$ cat config.mk
export PLATFORM = sky130hd
export DESIGN_NAME = tba_ctrl
export DESIGN_NICKNAME = d
export VERILOG_FILES = /design/src/sv/tba_pkg.sv /design/src/sv/tba_ctrl.sv
export SDC_FILE = /design/constraint.sdc
export NUM_CORES = 1
export LEC_CHECK = 0
export BUFFER_PORTS_ARGS = -buffer_cell sky130_fd_sc_hd__buf_2
export CAP_MARGIN = 25
export CELL_PAD_IN_SITES_DETAIL_PLACEMENT = 2
export CELL_PAD_IN_SITES_GLOBAL_PLACEMENT = 2
export CORE_AREA = 2 2 39 41
export DETAILED_ROUTE_END_ITERATION = 6
export DIE_AREA = 0 0 41 43
export PLACE_DENSITY_LB_ADDON = 0.12
export SETUP_SLACK_MARGIN = 0.02
export SYNTH_ARGS = -nofsm -noshare
export SYNTH_HDL_FRONTEND = slang
export SYNTH_SLANG_ARGS = --single-unit
$ cat constraint.sdc
create_clock -name clk_i -period 0.9 [get_ports clk_i]
set_input_delay 0 -clock clk_i [delete_from_list [all_inputs] [get_ports clk_i]]
set_output_delay 0 -clock clk_i [all_outputs]
set_load 0.02 [all_outputs]
$ cat src/sv/tba_pkg.sv
// shared constants, types and controller codes for the temperature boxcar average
// no dependencies
package tba_pkg;

  localparam int unsigned SAMPLE_W        = 18;
  localparam int unsigned READING_W       = 17;  // positive in-range readings
  localparam int unsigned TIMES9_W        = 20;
  localparam int unsigned WINDOW_LOG2_DEF = 8;

  localparam logic signed [SAMPLE_W-1:0] LIMIT_HIGH = 18'sd85000;
  localparam logic [SAMPLE_W-1:0]        F_OFFSET   = 18'd32000;

  // divide by five as multiply by ceil(2^22/5), exact for dividends below 2^22
  localparam int unsigned              RECIP_SHIFT = 22;
  localparam int unsigned              RECIP_W     = 20;
  localparam logic [RECIP_W-1:0]       RECIP_FIVE  = 20'd838861;
  localparam int unsigned              PROD_W      = TIMES9_W + RECIP_W;

  typedef enum logic [2:0] {
    ST_IDLE = 3'b001,
    ST_MUL  = 3'b010,
    ST_UPD  = 3'b100
  } state_e;

  typedef struct packed {
    logic load;  // capture reading
    logic mul;   // scale reading, read oldest ring entry
    logic upd;   // write ring, update sum, present result
  } cmd_t;

  typedef struct packed {
    logic in_range;
    logic out_stall;
  } status_t;

endpackage

$ cat src/sv/tba_ctrl.sv
// controller state machine: sequences capture, scaling and ring update per request
// depends on tba_pkg
module tba_ctrl
  import tba_pkg::*;
(
  input  logic    clk_i,
  input  logic    rst_ni,
  input  logic    in_valid_i,
  output logic    in_ready_o,
  input  status_t status_i,
  output cmd_t    cmd_o
);

  state_e state_q, state_d;

  always_comb begin
    state_d = state_q;
    cmd_o   = '0;
    unique case (state_q)
      ST_IDLE: begin
        // out-of-range readings are taken and dropped
        if (in_valid_i && status_i.in_range) begin
          cmd_o.load = 1'b1;
          state_d    = ST_MUL;
        end
      end
      ST_MUL: begin
        cmd_o.mul = 1'b1;
        state_d   = ST_UPD;
      end
      ST_UPD: begin
        if (!status_i.out_stall) begin
          cmd_o.upd = 1'b1;
          state_d   = ST_IDLE;
        end
      end
      default: state_d = ST_IDLE;
    endcase
  end

  assign in_ready_o = (state_q == ST_IDLE);

  always_ff @(posedge clk_i or negedge rst_ni) begin
    if (!rst_ni) begin
      state_q <= ST_IDLE;
    end else begin
      state_q <= state_d;
    end
  end

  a_mul_then_upd: assert property (@(posedge clk_i) disable iff (!rst_ni)
    cmd_o.mul |=> (state_q == ST_UPD))
    else $error("scaling step not followed by update");

  a_upd_returns_idle: assert property (@(posedge clk_i) disable iff (!rst_ni)
    cmd_o.upd |=> in_ready_o)
    else $error("controller not ready after update");

endmodule

Yosys cells after proc, flatten, opt, wreduce, memory -nomap -nowiden --
Cells that the tools add are included.
Cells by class: equal/unequal tests 5, multiplexer cells 8, reductions and logical operators 2
Operators by type and width (number):
- one-hot mux 3 bit (3 select lines) | 1
- 2-to-1 mux 3 bit | 2
- 2-to-1 mux 1 bit | 5
- equality test 3 x 1 -> 1 bit, second input constant | 1
- equality test 3 x 2 -> 1 bit, second input constant | 1
- equality test 3 bit, second input constant | 1
- inequality test 2 x 1 -> 1 bit, second input constant | 1
- inequality test 2 bit, second input constant | 1
- AND reduction 2 bit | 1
- logical AND 1 bit | 1
Storage, ports and cells: register bits after elaboration 3, bits of input ports 5, output and inout port bits 4, word-level logic and storage cells 16

Longest topological paths before layout --
Gate-level depths: netlist of run 1.
depth after elaboration 3, gate-level depth with buffers 3

Worst setup path before layout of run 1 --
No wires, ideal clock.
kind register -> register, start register state_q[0], end register state_q[0], data arrival time 1.176 ns, required time 0.824 ns, path slack -0.352 ns, stages on the path, launching flop included 4, path buffers 0, period minus slack after synthesis 1.252 ns, path through dfstp_2 > nor3b_4 > and3_4 > nor2_2
Between the ends: longest elaborated chain between the ends 3, elaborated cells between the ends (all ways) 7, those cells by class 5 x eq/ne; 1 x mux; 1 x reduce/logical
RTL lines:
- start: declaration | RTL line tba_ctrl.sv:14 | state_e state_q, state_d;
- start signal: assignment | RTL line tba_ctrl.sv:47 | state_q <= state_d;
- equality test 3 x 1 -> 1 bit (*)
- net in_ready_o | RTL line tba_ctrl.sv:9 | output logic in_ready_o,
- inequality test 2 x 1 -> 1 bit (no source line)
- AND reduction 2 bit (no source line)
The timed path passes the listed nets; every way through them passes the cells marked *. A chain may end at the register's enable or synchronous reset.

==> results of run 1 <==
## critical path: stages, from the launching register on
cell and delay [ps]:
dfstp_2 520, nor3b_4 210, and3_4 220, buf_6 110
## cell usage after synthesis, drive strengths merged
cell	number
and3	2
nor2	2
nor4b	1
dfrtp	2
dfstp	1
a31o	1
nor3b	2
## placed cells by master, fill, tap and decap left out, types with 2 or more instances in the layout
cell,count
nor3b_4,2
buf_6,3
clkbuf_4,3
buf_2,5
buf_4,3
## worst paths after layout
check                                          to  slack (ps)  cells after the start
max                                      cmd_o[2]        -400                      3
min                        state_q[1]$_DFFE_PN0P_          50                      2
max reg2reg                state_q[0]$_DFFE_PN1P_        -260                      4
min reg2reg                state_q[0]$_DFFE_PN1P_         650                      2
max in group asynchronous  state_q[0]$_DFFE_PN1P_         610                      2
min in group asynchronous  state_q[2]$_DFFE_PN0P_          90                      2
## power by group through the flow
| stage | logic (mW) | registers, mW | clock network (mW) |
|---|---|---|---|
| 2_1_floorplan | 0.0509 | 0.160 | 0 |
| 3_3_place_gp | 0.0986 | 0.159 | 0 |
| 3_5_place_dp | 0.0999 | 0.160 | 0 |
| 4_1_cts | 0.124 | 0.158 | 0.249 |
| 5_1_grt | 0.134 | 0.159 | 0.268 |
| 6_report | 0.126 | 0.159 | 0.231 |
## layer usage
| metal | routed length [um] | up-vias | part of all wire |
|---|---|---|---|
| met2 | 209 | 5 | 0.57 |
| met1 | 135 | 75 | 0.37 |
| met3 | 24 | 0 | 0.065 |
| met5 | 0 | - | 0 |
| met4 | 0 | 0 | 0 |
| li1 | - | 72 | - |
## cell type report
class / instances / area [um2] / share of cell area
Clock buffer: 4 / 26.3 / 0.0879
Multi-Input combinational cell: 8 / 83.8 / 0.280
Sequential cell: 3 / 77.6 / 0.259
Tap cell: 16 / 20.0 / 0.0669
Timing Repair Buffer: 12 / 91.3 / 0.305
## cell families (layout without fill, tap and decap cells)
kind of cell / Yosys count / count (layout) / share of synthesized area
AO/OA/AOI/OAI: 1 / 1 / 0.0569
AND/OR/NAND/NOR: 7 / 7 / 0.447
buffers and inverters: 0 / 16 / 0
flip-flops: 3 / 3 / 0.496
## stage by stage
step                hold WS, ps  setup TNS, ps
floorplan                  -296          -1250
global route               47.6          -2030
CTS                        43.2          -1850
detailed placement         -203           -838
finish                     51.3          -1660
global placement           -205           -800
## timing repair
action | in CTS | in global routing
setup buffers | 1 | 0
pin swaps | 2 | 2
hold endpoints to repair | 3 | 0
hold buffers | 1 | 0
resized for setup | 5 | 3
setup endpoints to repair | 7 | 7
==> results.md, run 1 <==
* Initial antenna violation count at 0
* Drt initial violations at 0
* Clock-pin slew on the worst setup and hold paths at roughly 40 ps
* Initial cell density of the core at 0.111
* GRT busiest layer: met2
* Die Height at 43 um
* Worst hold path type: primary input to flip-flop
* Core ar. at 1380 um2
* H-Tree Depth at 1
* Post-Synthesis Cells at 11
* Placement Cell Area at around 230 um2
* Power per cell area at 1720 nW/um2
* Clock power frac at 0.449
* Routing usage on met3 at 0.0366
* CTS tree: built
* Clock Latency Late Sink at between 200 and 250 ps
* I/O pins at 9
* Num CTS Buffers at 3
* Total grt overflow at 0
* Post-route antenna net violation count at 0
* Comb pwr share at 0.244
* Vias in the first global route at 152
* Final std cells w/o fill at 43
* Slew Limit Fails at 0
* P&R area growth vs syn at 94.3%
* Fin area at about 300 um2
* Maxcap violations at 0
* Total Power at 0.515 mW
* Met1 usage at 0.0519
* CTS sink count at 3
* Synth top area share at 0.325
* Setup skew after layout at 0.762 ps
* Synthesized net count at 16
* Die X at slightly above 40 um
* IO Port Bufs at 8
* Max Clock Freq at 771 MHz
* GPL Wtd Cong at approximately 0.54
* Failing checks: setup timing
* Hold Vio Cnt, Final at 0
* Status: complete, but fails checks
* First-pass GRT wire length at around 590 um
* Syn avg cell area at 14.0 um2
* Largest reg by FF count: state_q
* Startpoint types: flip-flop
* Synth area leader: dfrtp_1
* DR DRC count at 0
* Maximum vdd drop at between 0.0005 and 0.0006 V
* Max reg flops at 3
* Share of cells above drive strength 1 at 0.778
* Reg power frac at 0.308
* Slew @ Worst Pin at 226 ps
* Seq/Total Area, Yosys at 0.496
* Post-place setup slack at -218 ps
* Die Area at 1760 um2
* Critical path data required time at 900 ps
* RSZ-0062 raised after global routing: yes
* Final setup vio count at 7
* GRT Overall Usage at 0.0534
* Placed insts at 37
* Row cnt at 14
* Pin count of the biggest net entering global routing at 5
* Nets at 33
* LEAKAGE at between 0.1 and 0.15 nW
* Fin crit period at 1300 ps
* Worst setup EP type: primary output
* Routed vias at 152
* Int Power at 0.390 mW
* Final worst-path cycle share at 1.44
* Vias per cell at 3.53
* Ant. Diodes at 0
* Hold_sp: status_i[1]
* Fill count at ~170
* Synth area leaders: dfrtp_1 (33%), dfstp_2 (17%), nor3b_4 (12%)
* Synth Register Bits at 3
* Worst-path fanout max at 3
* Synth warnings at 0
* Sw frac at 0.244
* Worst reg2reg startpoint: state_q[0]$_DFFE_PN1P_
* WP data arrival at 1300 ps
* Number of distinct library cells after synthesis at 10
* Slew headroom at 0.847
* Post-layout util at 0.216
* Crit. Startpoint: state_q[0]$_DFFE_PN1P_
* Switching Power at 0.126 mW
* Clk buf depth at 2
* Grt met2 use at 0.0750
* Largest regs: state_q: 3 flops
* WL/cell at 8.58 um
* Mapped Area at 154 um2
* Initial DRT Pass Iterations at 1
* Clock Tree Root: clkbuf_4
* Critical path class: flip-flop to primary output
* Total Routed Length at 369 um
* Fin worst setup slack at -397 ps
No activity file was read; power rests on OpenSTA's default activity.
==> run 2, diff against run 1 <==
--- a/config.mk
+++ b/config.mk
@@ -9,9 +9,10 @@
 export CAP_MARGIN = 25
 export CELL_PAD_IN_SITES_DETAIL_PLACEMENT = 2
 export CELL_PAD_IN_SITES_GLOBAL_PLACEMENT = 2
-export CORE_AREA = 2 2 39 41
+export CORE_AREA = 4 4 41 43
+export CTS_BUF_LIST = sky130_fd_sc_hd__clkbuf_4 sky130_fd_sc_hd__clkbuf_8 sky130_fd_sc_hd__clkbuf_16
 export DETAILED_ROUTE_END_ITERATION = 6
-export DIE_AREA = 0 0 41 43
+export DIE_AREA = 0 0 45 47
 export PLACE_DENSITY_LB_ADDON = 0.12
 export SETUP_SLACK_MARGIN = 0.02
 export SYNTH_ARGS = -nofsm -noshare
==> run 2 against run 1 <==
- the run still ends with setup timing left
- clock skew grew 1.0 ps
- fmax shrank 0.21%
- total power grew 11%
- final cell count grew 4.7%
- sequential cell count is the same
- register-to-register slack lost 100 ps
- sequential share of layout area shrank 3.1 points
- global-route usage grew 0.20 points
- critical path depth is the same
- via count grew 12%
- critical path type unchanged
- critical endpoint unchanged
- highest routed layer unchanged
==> results.md, run 2 (synthesis gave the netlist of run 1 again) <==
* Status: complete, but fails checks
* Failing checks: setup timing
* Commonest cells after routing, fill and taps aside: buf_4 (6), clkbuf_4 (4), buf_2 (4), buf_6 (4)
* Largest regs: state_q: 3 flops
* Final worst-path cycle share at 1.44
* Most common cell after layout, fill and taps aside: buf_4
* DR DRC count at 0
* Critical path class: flip-flop to primary output
* CTS tree: built
* Total grt overflow at 0
* Die Height at 47 um
* Hold Vio Cnt, Final at 0
* IO Port Bufs at 8
* Post-route antenna net violation count at 0
* Num CTS Buffers at 3
* Worst hold path type: primary input to flip-flop
* LEAKAGE at approximately 0.16 nW
* Placed insts at 36
* Initial cell density of the core at 0.118
* CTS sink count at 3
* Row cnt at 13
* Routed vias at 170
* Worst-path fanout max at 2
* Worst setup EP type: primary output
* Post-layout util at 0.262
* WP data arrival at approximately 1300 ps
* Clock Tree Root: clkbuf_4
* WL/cell at 10.5 um
* Total Routed Length at 472 um
* H-Tree Depth at 1
* Maxcap violations at 0
* Clk buf depth at 2
* I/O pins at 9
* Vias per cell at 3.78
* GRT Overall Usage at 0.0554
* Total Power at 0.572 mW
* Ant. Diodes at 0
* Clock-pin slew on the worst setup and hold paths at 40 ps
* Final std cells w/o fill at 45
* GPL Wtd Cong at 0.559
* First-pass GRT wire length at approximately 720 um
* Startpoint types: flip-flop
* Initial DRT Pass Iterations at 1
* Fill count at roughly 150
* Die Area at between 2000 and 2500 um2
* Slew headroom at 0.874
* Power per cell area at around 1700 nW/um2
* Final setup vio count at 7
* Drt initial violations at 0
* Core ar. at 1300 um2
* Pin count of the biggest net entering global routing at 5
* Slew Limit Fails at 0
* Largest reg by FF count: state_q
* Setup skew after layout at 1.76 ps
* Setup TNS at -2090 ps
* Post-place setup slack at -198 ps
* Die X at around 45 um
* Max reg flops at 3
* Area of the multi-input gates at 93.8 um2
* Clock Latency Late Sink at 230 ps
* Fin crit period at about 1300 ps
* Slew @ Worst Pin at 188 ps
* Critical path data required time at 900 ps
* Fin worst setup slack at -399 ps
* Share of cells above drive strength 1 at 0.867
* Reg area at roughly 78 um2
* Nets at 36
* RSZ-0062 raised after global routing: yes
* P&R area growth vs syn at 121%
* Max Clock Freq at between 700 and 800 MHz
* Maximum vdd drop at 0.000473 V
* Initial antenna violation count at 0
* Vias in the first global route at 160
-- run 2: area by class of cell --
type | count | area share
clock buffer | 4 | 0.0882
multi-input combinational | 8 | 0.276
sequential | 3 | 0.228
tap | 15 | 0.0551
timing repair buffer | 15 | 0.353
-- run 2: layer usage --
layer	routed length, um	part of all wire	track usage
met1	176	0.37	0.0503
met2	255	0.54	0.0734
met5	0	0	0
met3	40	0.085	0.0383
met4	0	0	0.0702
-- run 2: what timing repair did --
item	CTS	global route
endpoints found under the setup margin	7	7
resized for setup	9	3
pin swaps	4	1
hold endpoints to repair	3	0
hold buffers	1	0
setup buffers	2	2
-- run 2: power breakdown --
group	total [mW]	internal (mW)	switching, mW
combinational	0.152	0.0919	0.0598
sequential	0.160	0.149	0.0105
clock	0.261	0.196	0.0648
-- run 2: path summary, 6_finish.rpt --
kind	slack, ps	endpoint	from	cells past startpoint
max in group asynchronous	610	state_q[0]$_DFFE_PN1P_	rst_ni	2
min reg2reg	720	state_q[2]$_DFFE_PN0P_	state_q[1]$_DFFE_PN0P_	2
max reg2reg	-360	state_q[0]$_DFFE_PN1P_	state_q[0]$_DFFE_PN1P_	5
min in group asynchronous	100	state_q[1]$_DFFE_PN0P_	rst_ni	2
min	50	state_q[1]$_DFFE_PN0P_	in_valid_i	2
max	-400	cmd_o[2]	state_q[0]$_DFFE_PN1P_	3
-- run 2: worst max-delay path: stages (launching register included) --
cell and delay (ps):
dfstp_2 530, nor3b_4 210, and3_4 220, buf_6 110
-- run 2: per-stage QoR --
step / area [um2] / hold WS, ps
finish: 340 / 53.0
global route: 340 / 43.3
CTS: 312 / 40.7
detailed placement: 228 / -200
global placement: 228 / -200
floorplan: 154 / -296
